## config.mk

```make
export PLATFORM = sky130hd
export DESIGN_NAME = uart_async_ring_buffers_core
export DESIGN_NICKNAME = d
export VERILOG_FILES = /design/src/rtl/core/uart_rb_pkg.sv /design/src/rtl/core/uart_async_ring_buffers_core.sv
export SDC_FILE = /design/constraint.sdc
export NUM_CORES = 2
export LEC_CHECK = 0
export BUFFER_PORTS_ARGS = -buffer_cell sky130_fd_sc_hd__buf_4
export CAP_MARGIN = 20
export CORE_MARGIN = 5
export CORE_UTILIZATION = 43
export CTS_CLUSTER_DIAMETER = 100
export DETAILED_ROUTE_END_ITERATION = 8
export SLEW_MARGIN = 20
export SYNTH_ARGS = -nofsm -noshare
export SYNTH_HDL_FRONTEND = slang
export SYNTH_SLANG_ARGS = --single-unit
```

## constraint.sdc

```tcl
create_clock -name clk -period 11.02 [get_ports clk]
set_clock_uncertainty 0.1 [all_clocks]
set_input_delay 2.755 -clock clk [delete_from_list [all_inputs] [get_ports clk]]
set_output_delay 2.755 -clock clk [all_outputs]
set_load 0.005 [all_outputs]
```

## src/rtl/core/uart_rb_pkg.sv

```systemverilog
// ----------------------------------------------------------------------------
// uart_rb_pkg
// Shared types and constants for the serial port ring buffer core: command
// and status codes, character constants and the internal stage word.
// ----------------------------------------------------------------------------
package uart_rb_pkg;

  // default number of slots in each ring (holds one word less)
  localparam int DEPTH_DEFAULT = 256;

  // characters rewritten on receive
  localparam logic [7:0] CH_CR = 8'h0D;
  localparam logic [7:0] CH_LF = 8'h0A;

  // command codes
  typedef enum logic [1:0] {
    CMD_RX_EVENT = 2'd0,
    CMD_TX_READY = 2'd1,
    CMD_SW_GET   = 2'd2,
    CMD_SW_PUT   = 2'd3
  } cmd_t;

  // result status codes
  typedef enum logic [1:0] {
    ST_OK    = 2'd0,
    ST_EMPTY = 2'd1,
    ST_FULL  = 2'd2
  } status_t;

  // which ring supplies the output byte
  typedef enum logic [1:0] {
    SRC_NONE = 2'd0,
    SRC_TX   = 2'd1,
    SRC_RX   = 2'd2
  } byte_src_t;

  // control word carried from the decode stage to the output register
  typedef struct packed {
    byte_src_t src;
    status_t   status;
    logic      tx_irq;
    logic      rx_irq;
  } stage_t;

endpackage

```

## src/rtl/core/uart_async_ring_buffers_core.sv

```systemverilog
// ----------------------------------------------------------------------------
// uart_async_ring_buffers_core
// Transmit and receive byte rings between a serial port and software, with
// interrupt enable tracking, one command per cycle while output is taken.
// ----------------------------------------------------------------------------
// Usage:
//   Input channel (in_valid/in_ready) carries one command word: cmd and
//   data_in. Output channel (out_valid/out_ready) returns exactly one result
//   word per command: byte_out, status, tx_irq_enable, rx_irq_enable.
//   Each ring has DEPTH slots and holds up to DEPTH-1 bytes.
// Pipeline and throughput:
//   Accepting a command loads the decode stage and the registered ring
//   reads; the decode stage then loads the output register when that
//   register is free or taken. One command is accepted every cycle while
//   the output is taken; each command updates pointers, reads both ring
//   memories and writes at most one of them.
// Reset:
//   rst clears all pointers, both enable bits and the valid flags. Ring
//   contents are not cleared; unwritten slots may be read but not output.
// Stall:
//   When out_ready is low the output register holds, the decode stage still
//   takes one more command, and in_ready then drops until the output moves.
// ----------------------------------------------------------------------------
module uart_async_ring_buffers_core #(
  parameter int DEPTH = uart_rb_pkg::DEPTH_DEFAULT
) (
  input  logic                 clk,
  input  logic                 rst,
  input  logic                 in_valid,
  output logic                 in_ready,
  input  uart_rb_pkg::cmd_t    cmd,
  input  logic [7:0]           data_in,
  output logic                 out_valid,
  input  logic                 out_ready,
  output logic [7:0]           byte_out,
  output uart_rb_pkg::status_t status,
  output logic                 tx_irq_enable,
  output logic                 rx_irq_enable
);
  import uart_rb_pkg::*;

  localparam int PTR_W = (DEPTH > 1) ? $clog2(DEPTH) : 1;
  localparam logic [PTR_W-1:0] PTR_LAST = PTR_W'(DEPTH - 1);

  // ring memories
  logic [7:0] tx_mem [DEPTH];
  logic [7:0] rx_mem [DEPTH];
  logic [7:0] tx_rd_data;
  logic [7:0] rx_rd_data;

  // ring pointers and enable bits
  logic [PTR_W-1:0] tx_read_ptr, tx_write_ptr, rx_read_ptr, rx_write_ptr;
  logic [PTR_W-1:0] tx_read_ptr_next, tx_write_ptr_next;
  logic [PTR_W-1:0] rx_read_ptr_next, rx_write_ptr_next;
  logic [PTR_W-1:0] tx_read_inc, tx_write_inc, rx_read_inc, rx_write_inc;
  logic             tx_irq_bit, rx_irq_bit, tx_irq_bit_next, rx_irq_bit_next;

  // stage control
  logic   in_accept;
  logic   s1_valid;
  logic   s1_advance;
  stage_t s1;
  stage_t s1_next;
  logic   tx_empty, rx_empty, tx_full, rx_full;
  logic   tx_wr_en, rx_wr_en;
  logic [7:0] rx_wr_word;

  // handshake: decode stage moves on when output register is free or taken
  assign s1_advance = s1_valid && (!out_valid || out_ready);
  assign in_ready   = !s1_valid || s1_advance;
  assign in_accept  = in_valid && in_ready;

  // wrap-around increments
  assign tx_read_inc  = (tx_read_ptr  == PTR_LAST) ? '0 : tx_read_ptr  + 1'b1;
  assign tx_write_inc = (tx_write_ptr == PTR_LAST) ? '0 : tx_write_ptr + 1'b1;
  assign rx_read_inc  = (rx_read_ptr  == PTR_LAST) ? '0 : rx_read_ptr  + 1'b1;
  assign rx_write_inc = (rx_write_ptr == PTR_LAST) ? '0 : rx_write_ptr + 1'b1;

  // occupancy flags, one slot kept free
  assign tx_empty = (tx_read_ptr == tx_write_ptr);
  assign rx_empty = (rx_read_ptr == rx_write_ptr);
  assign tx_full  = (tx_write_inc == tx_read_ptr);
  assign rx_full  = (rx_write_inc == rx_read_ptr);

  assign rx_wr_word = (data_in == CH_CR) ? CH_LF : data_in;

  // command decode
  always_comb begin
    tx_read_ptr_next  = tx_read_ptr;
    tx_write_ptr_next = tx_write_ptr;
    rx_read_ptr_next  = rx_read_ptr;
    rx_write_ptr_next = rx_write_ptr;
    tx_irq_bit_next   = tx_irq_bit;
    rx_irq_bit_next   = rx_irq_bit;
    tx_wr_en          = 1'b0;
    rx_wr_en          = 1'b0;
    s1_next.src       = SRC_NONE;
    s1_next.status    = ST_OK;
    unique case (cmd)
      CMD_RX_EVENT: begin
        if (rx_full) begin
          rx_irq_bit_next = 1'b0;
          s1_next.status  = ST_FULL;
        end else begin
          rx_wr_en          = 1'b1;
          rx_write_ptr_next = rx_write_inc;
        end
      end
      CMD_TX_READY: begin
        if (tx_empty) begin
          tx_irq_bit_next = 1'b0;
          s1_next.status  = ST_EMPTY;
        end else begin
          s1_next.src      = SRC_TX;
          tx_read_ptr_next = tx_read_inc;
          tx_irq_bit_next  = 1'b1;
        end
      end
      CMD_SW_GET: begin
        rx_irq_bit_next = 1'b1;
        if (rx_empty) begin
          s1_next.status = ST_EMPTY;
        end else begin
          s1_next.src      = SRC_RX;
          rx_read_ptr_next = rx_read_inc;
        end
      end
      CMD_SW_PUT: begin
        if (tx_full) begin
          s1_next.status = ST_FULL;
        end else begin
          tx_wr_en          = 1'b1;
          tx_write_ptr_next = tx_write_inc;
        end
        tx_irq_bit_next = 1'b1;
      end
      default: begin
        s1_next.status = ST_OK;
      end
    endcase
    s1_next.tx_irq = tx_irq_bit_next;
    s1_next.rx_irq = rx_irq_bit_next;
  end

  // pointer and enable state
  always_ff @(posedge clk) begin
    if (rst) begin
      tx_read_ptr  <= '0;
      tx_write_ptr <= '0;
      rx_read_ptr  <= '0;
      rx_write_ptr <= '0;
      tx_irq_bit   <= 1'b0;
      rx_irq_bit   <= 1'b0;
    end else if (in_accept) begin
      tx_read_ptr  <= tx_read_ptr_next;
      tx_write_ptr <= tx_write_ptr_next;
      rx_read_ptr  <= rx_read_ptr_next;
      rx_write_ptr <= rx_write_ptr_next;
      tx_irq_bit   <= tx_irq_bit_next;
      rx_irq_bit   <= rx_irq_bit_next;
    end
  end

  // transmit ring memory, one write and one registered read port
  always_ff @(posedge clk) begin
    if (in_accept && tx_wr_en) begin
      tx_mem[tx_write_ptr] <= data_in;
    end
    if (in_accept) begin
      tx_rd_data <= tx_mem[tx_read_ptr];
    end
  end

  // receive ring memory, one write and one registered read port
  always_ff @(posedge clk) begin
    if (in_accept && rx_wr_en) begin
      rx_mem[rx_write_ptr] <= rx_wr_word;
    end
    if (in_accept) begin
      rx_rd_data <= rx_mem[rx_read_ptr];
    end
  end

  // decode stage register
  always_ff @(posedge clk) begin
    if (rst) begin
      s1_valid <= 1'b0;
    end else if (in_accept) begin
      s1_valid <= 1'b1;
    end else if (s1_advance) begin
      s1_valid <= 1'b0;
    end
  end

  always_ff @(posedge clk) begin
    if (in_accept) begin
      s1 <= s1_next;
    end
  end

  // output register
  always_ff @(posedge clk) begin
    if (rst) begin
      out_valid <= 1'b0;
    end else if (s1_advance) begin
      out_valid <= 1'b1;
    end else if (out_ready) begin
      out_valid <= 1'b0;
    end
  end

  always_ff @(posedge clk) begin
    if (s1_advance) begin
      case (s1.src)
        SRC_TX:  byte_out <= tx_rd_data;
        SRC_RX:  byte_out <= rx_rd_data;
        default: byte_out <= 8'h00;
      endcase
      status        <= s1.status;
      tx_irq_enable <= s1.tx_irq;
      rx_irq_enable <= s1.rx_irq;
    end
  end

  // assertions
  a_get_sets_rx_irq : assert property (@(posedge clk) disable iff (rst)
    (in_accept && cmd == CMD_SW_GET) |=> rx_irq_bit)
    else $error("software get did not set receive enable");

  a_stall_only_when_full : assert property (@(posedge clk) disable iff (rst)
    !in_ready |-> (s1_valid && out_valid))
    else $error("input stalled with a free stage");

  a_ptr_hold_when_idle : assert property (@(posedge clk) disable iff (rst)
    !in_accept |=> ($stable(tx_read_ptr) && $stable(tx_write_ptr) &&
                    $stable(rx_read_ptr) && $stable(rx_write_ptr)))
    else $error("ring pointer moved without a command");

  a_ptr_in_range : assert property (@(posedge clk) disable iff (rst)
    (tx_read_ptr <= PTR_LAST) && (tx_write_ptr <= PTR_LAST) &&
    (rx_read_ptr <= PTR_LAST) && (rx_write_ptr <= PTR_LAST))
    else $error("ring pointer out of range");

endmodule
```

==> metrics.txt <==
status finished clean; post-CTS setup buffers 0; delay-heaviest family, CP simple AND/OR/NAND/NOR gates; Slew Limit Fails 0; Combinational Power Share between 1.5 and 2%; Leakage Power 53.7 nW; period utilization between 50% and 60%; EDFF count, synth 4130; clock sinks roughly 4.2k; Synth top area share ~76%; Starting Density a little over two fifths; wire per inst approximately 36 um; fillers about 31k; Max Root-Sink Buffers 4; PD cells around 180 nW/um^2; switching power of the nets 6.38 mW; Worst setup EP type flip-flop; Mapped Area around 160000 um^2; clk_lat worst skew just over 0.9 ns; fmax around 160 MHz; core area about 380000 um^2; Flop pwr share 54.6%; Reg area ~120000 um^2; port bufs 27; area leader, netlist edfxtp_1; row cnt between 200 and 250; critical path cell sequence buf_4 > inv_1 > ha_1 > nand2_1 > a21oi_4 > nand4_1 > buf_4 > nor2_1; Hold Vio Cnt, Final 0; DR vias around 84k; Hold Buf Count CTS 0; placed inst area about 170000 um^2; initial antenna violation count 16; largest family of logic cells by synthesized area multiplexers; CTS root buffer clkbuf_16; drc violations 0; routability cong. slightly below 0.9; xor/xnor share of the synthesized area 0.247%; post-synthesis sequential area ratio approximately three quarters; TritonCTS Buffers a little over 400; drt pass-1 iters 5; Die Span X roughly 630 um; Multi-input gate area about 35000 um^2; DP HPWL 288000 um; top cells by area, synth edfxtp_1 (76%), mux4_2 (12%), mux2i_1 (2.2%), nor2_1 (1.5%), a22oi_1 (0.72%); Yosys reg bits between 4k and 5k; Syn Inst Count between 7k and 8k; RSZ-0062 raised after global routing false; Compound-Gate Fraction of Synth Area under 10%; Setup CP Type input pin to flip-flop; Top Ports 28; final net count between 8k and 9k; Worst EP arrival 6.73 ns; post-synthesis adder-cell area fraction 0.123%; Switching Share 20.0%; Final min period 6.31 ns; internal power 25.5 mW; Routed Antenna Nets 0; remaining global-route overflow 0; final instance area about 180000 um^2; Final setup viols 0; pre-CTS setup slack roughly 3.8 ns; worst slew pin tran about 1.2 ns; die height 626 um; Worst slew margin between 20% and 30%; register clock-pin slew on the reported worst setup and hold paths around 0.060 ns; Worst setup SP type input pin; global-route wire length before repair 665000 um; setup ws final about 4.7 ns; VDD IR-drop max around 0.00014 V; Synth cell types just under 90; Slowest-stage cell, CP nand4_1; drt total wl ~480000 um; Synth async-reset ratio 0%; MaxCap Viol Count 0; Hold Path Class flip-flop to flip-flop; final core area utilization approximately half; syn_nets 7943; CP dominant cell by count buf_4; DR vias/cell about 6.3; H-tree depth 5; TritonCTS clock tree yes; Buf/Inv on CP 3; syn_area_per_cell 20.6 um^2; P&R area growth vs syn 11.6%; Synth warnings 0; post-synthesis mux area share about 15%; initial DRC count 11.0k; Worst Hold Slack approximately 0.33 ns; Tot GR Track Use 24.0%; crit path max fanout 24; Post-Route Setup TNS 0 ns; post-CTS sizing 0; post-synthesis simple-gate area fraction 2.88%; Clock Power Share 43.6%; largest net degree at the start of global routing about 130; predominant post-synthesis flop cell edfxtp_1; Die Area 392000 um^2; vias in the first global route roughly 83k; layout cells sized above 1 a little over a fifth; Worst Path Required between 10 and 15 ns; crit-path max cell delay about 0.96 ns
## flip-flops by register name (all words and copies together) (netlist names)
name	count
rx_mem	2048
tx_mem	2048
byte_out	8
rx_rd_data	8
rx_read_ptr	8
rx_write_ptr	8
tx_rd_data	8
tx_read_ptr	8
tx_write_ptr	8
s1	6
status	2
out_valid	1
rx_irq_bit	1
rx_irq_enable	1
s1_valid	1
tx_irq_bit	1
tx_irq_enable	1
## placed cells by master (no fill, tap or decap), drive strengths merged, types with 13 or more instances in the layout
cell type / n
nor2: 639
nor3: 40
ha: 16
nand3: 79
a31oi: 34
nand4: 22
edfxtp: 4130
a21oi: 173
a311oi: 13
and2: 16
o221ai: 36
nor4: 18
a22oi: 156
clkinvlp: 23
o211ai: 15
inv: 28
bufinv: 49
xnor2: 35
o22ai: 71
a22o: 14
nor2b: 35
mux2i: 362
o21ai: 96
mux4: 905
clkbuf: 486
a221oi: 75
a211oi: 55
buf: 238
dfxtp: 36
nand2: 171
clkinv: 167
## metrics by stage
stage               power, mW  cells
finish                   31.9  13413
CTS                      32.1  13403
detailed placement       18.3  12675
global route             32.8  13404
floorplan                18.0   7913
global placement         18.3  12673
## final timing paths
kind	slack, ns	startpoint	cells past startpoint	end
worst max register to register	4.93	rx_read_ptr[0]	12	rx_rd_data[2]
worst min register to register	0.33	s1[1]	0	tx_irq_enable
worst max-delay path	4.71	cmd[0]	8	rx_mem[126][0]
worst min-delay path	0.33	s1[1]	0	tx_irq_enable
## cell usage after synthesis (19+ instances only)
cell	number
a21oi_1	172
nand3_1	56
edfxtp_1	4130
mux4_2	869
a221oi_1	74
buf_4	63
nor2b_1	35
nand2_1	170
nor3_1	40
xnor2_1	35
a22oi_1	156
dfxtp_1	36
nand3_2	23
nor2_1	639
o221ai_1	36
mux4_1	36
buf_6	40
a31oi_1	34
buf_2	178
buf_1	19
clkbuf_1	169
o22ai_1	70
a211oi_1	55
mux2i_1	362
o21ai_0	89
## layout make-up
type	instances	share of cell area, %
multi-input cells	3230	19.5
repair buffers	241	1.14
clock buffers	483	5.84
inverters	22	0.0461
well taps	5016	3.45
diodes	10	0.0138
clock inverters	245	1.42
flip-flops and latches	4166	68.6
## cell families after synthesis
kind of cell             count (synthesis)
adder cells (fa/ha/maj)                 16
buffers and inverters                  517
AO/OA/AOI/OAI                          820
AND/OR/NAND/NOR                       1069
XOR/XNOR                                46
multiplexers                          1279
flip-flops                            4166
## worst register-to-register path: cells and delay by family (launching register included)
kind,cells,cell delay (ns)
compound gates,4,1.39
buf+inv,5,2.65
flops,1,0.84
mux,1,0.70
simple gates,2,0.17
## routing by layer
layer,share of wire [%],GRT usage (%),up-vias
li1,-,-,33243
met1,38,32.7,44435
met3,9.2,4.34,981
met2,48,38.2,5350
met4,5.1,10.3,8
met5,0.010,0,-
## power groups by stage
stage / registers (mW) / clock network [mW] / logic, mW
3_5_place_dp: 17.8 / 0 / 0.579
5_1_grt: 17.4 / 14.8 / 0.595
2_1_floorplan: 17.8 / 0 / 0.219
6_report: 17.4 / 13.9 / 0.570
3_3_place_gp: 17.8 / 0 / 0.578
4_1_cts: 17.4 / 14.1 / 0.578
(Power assumes the default switching activity.)
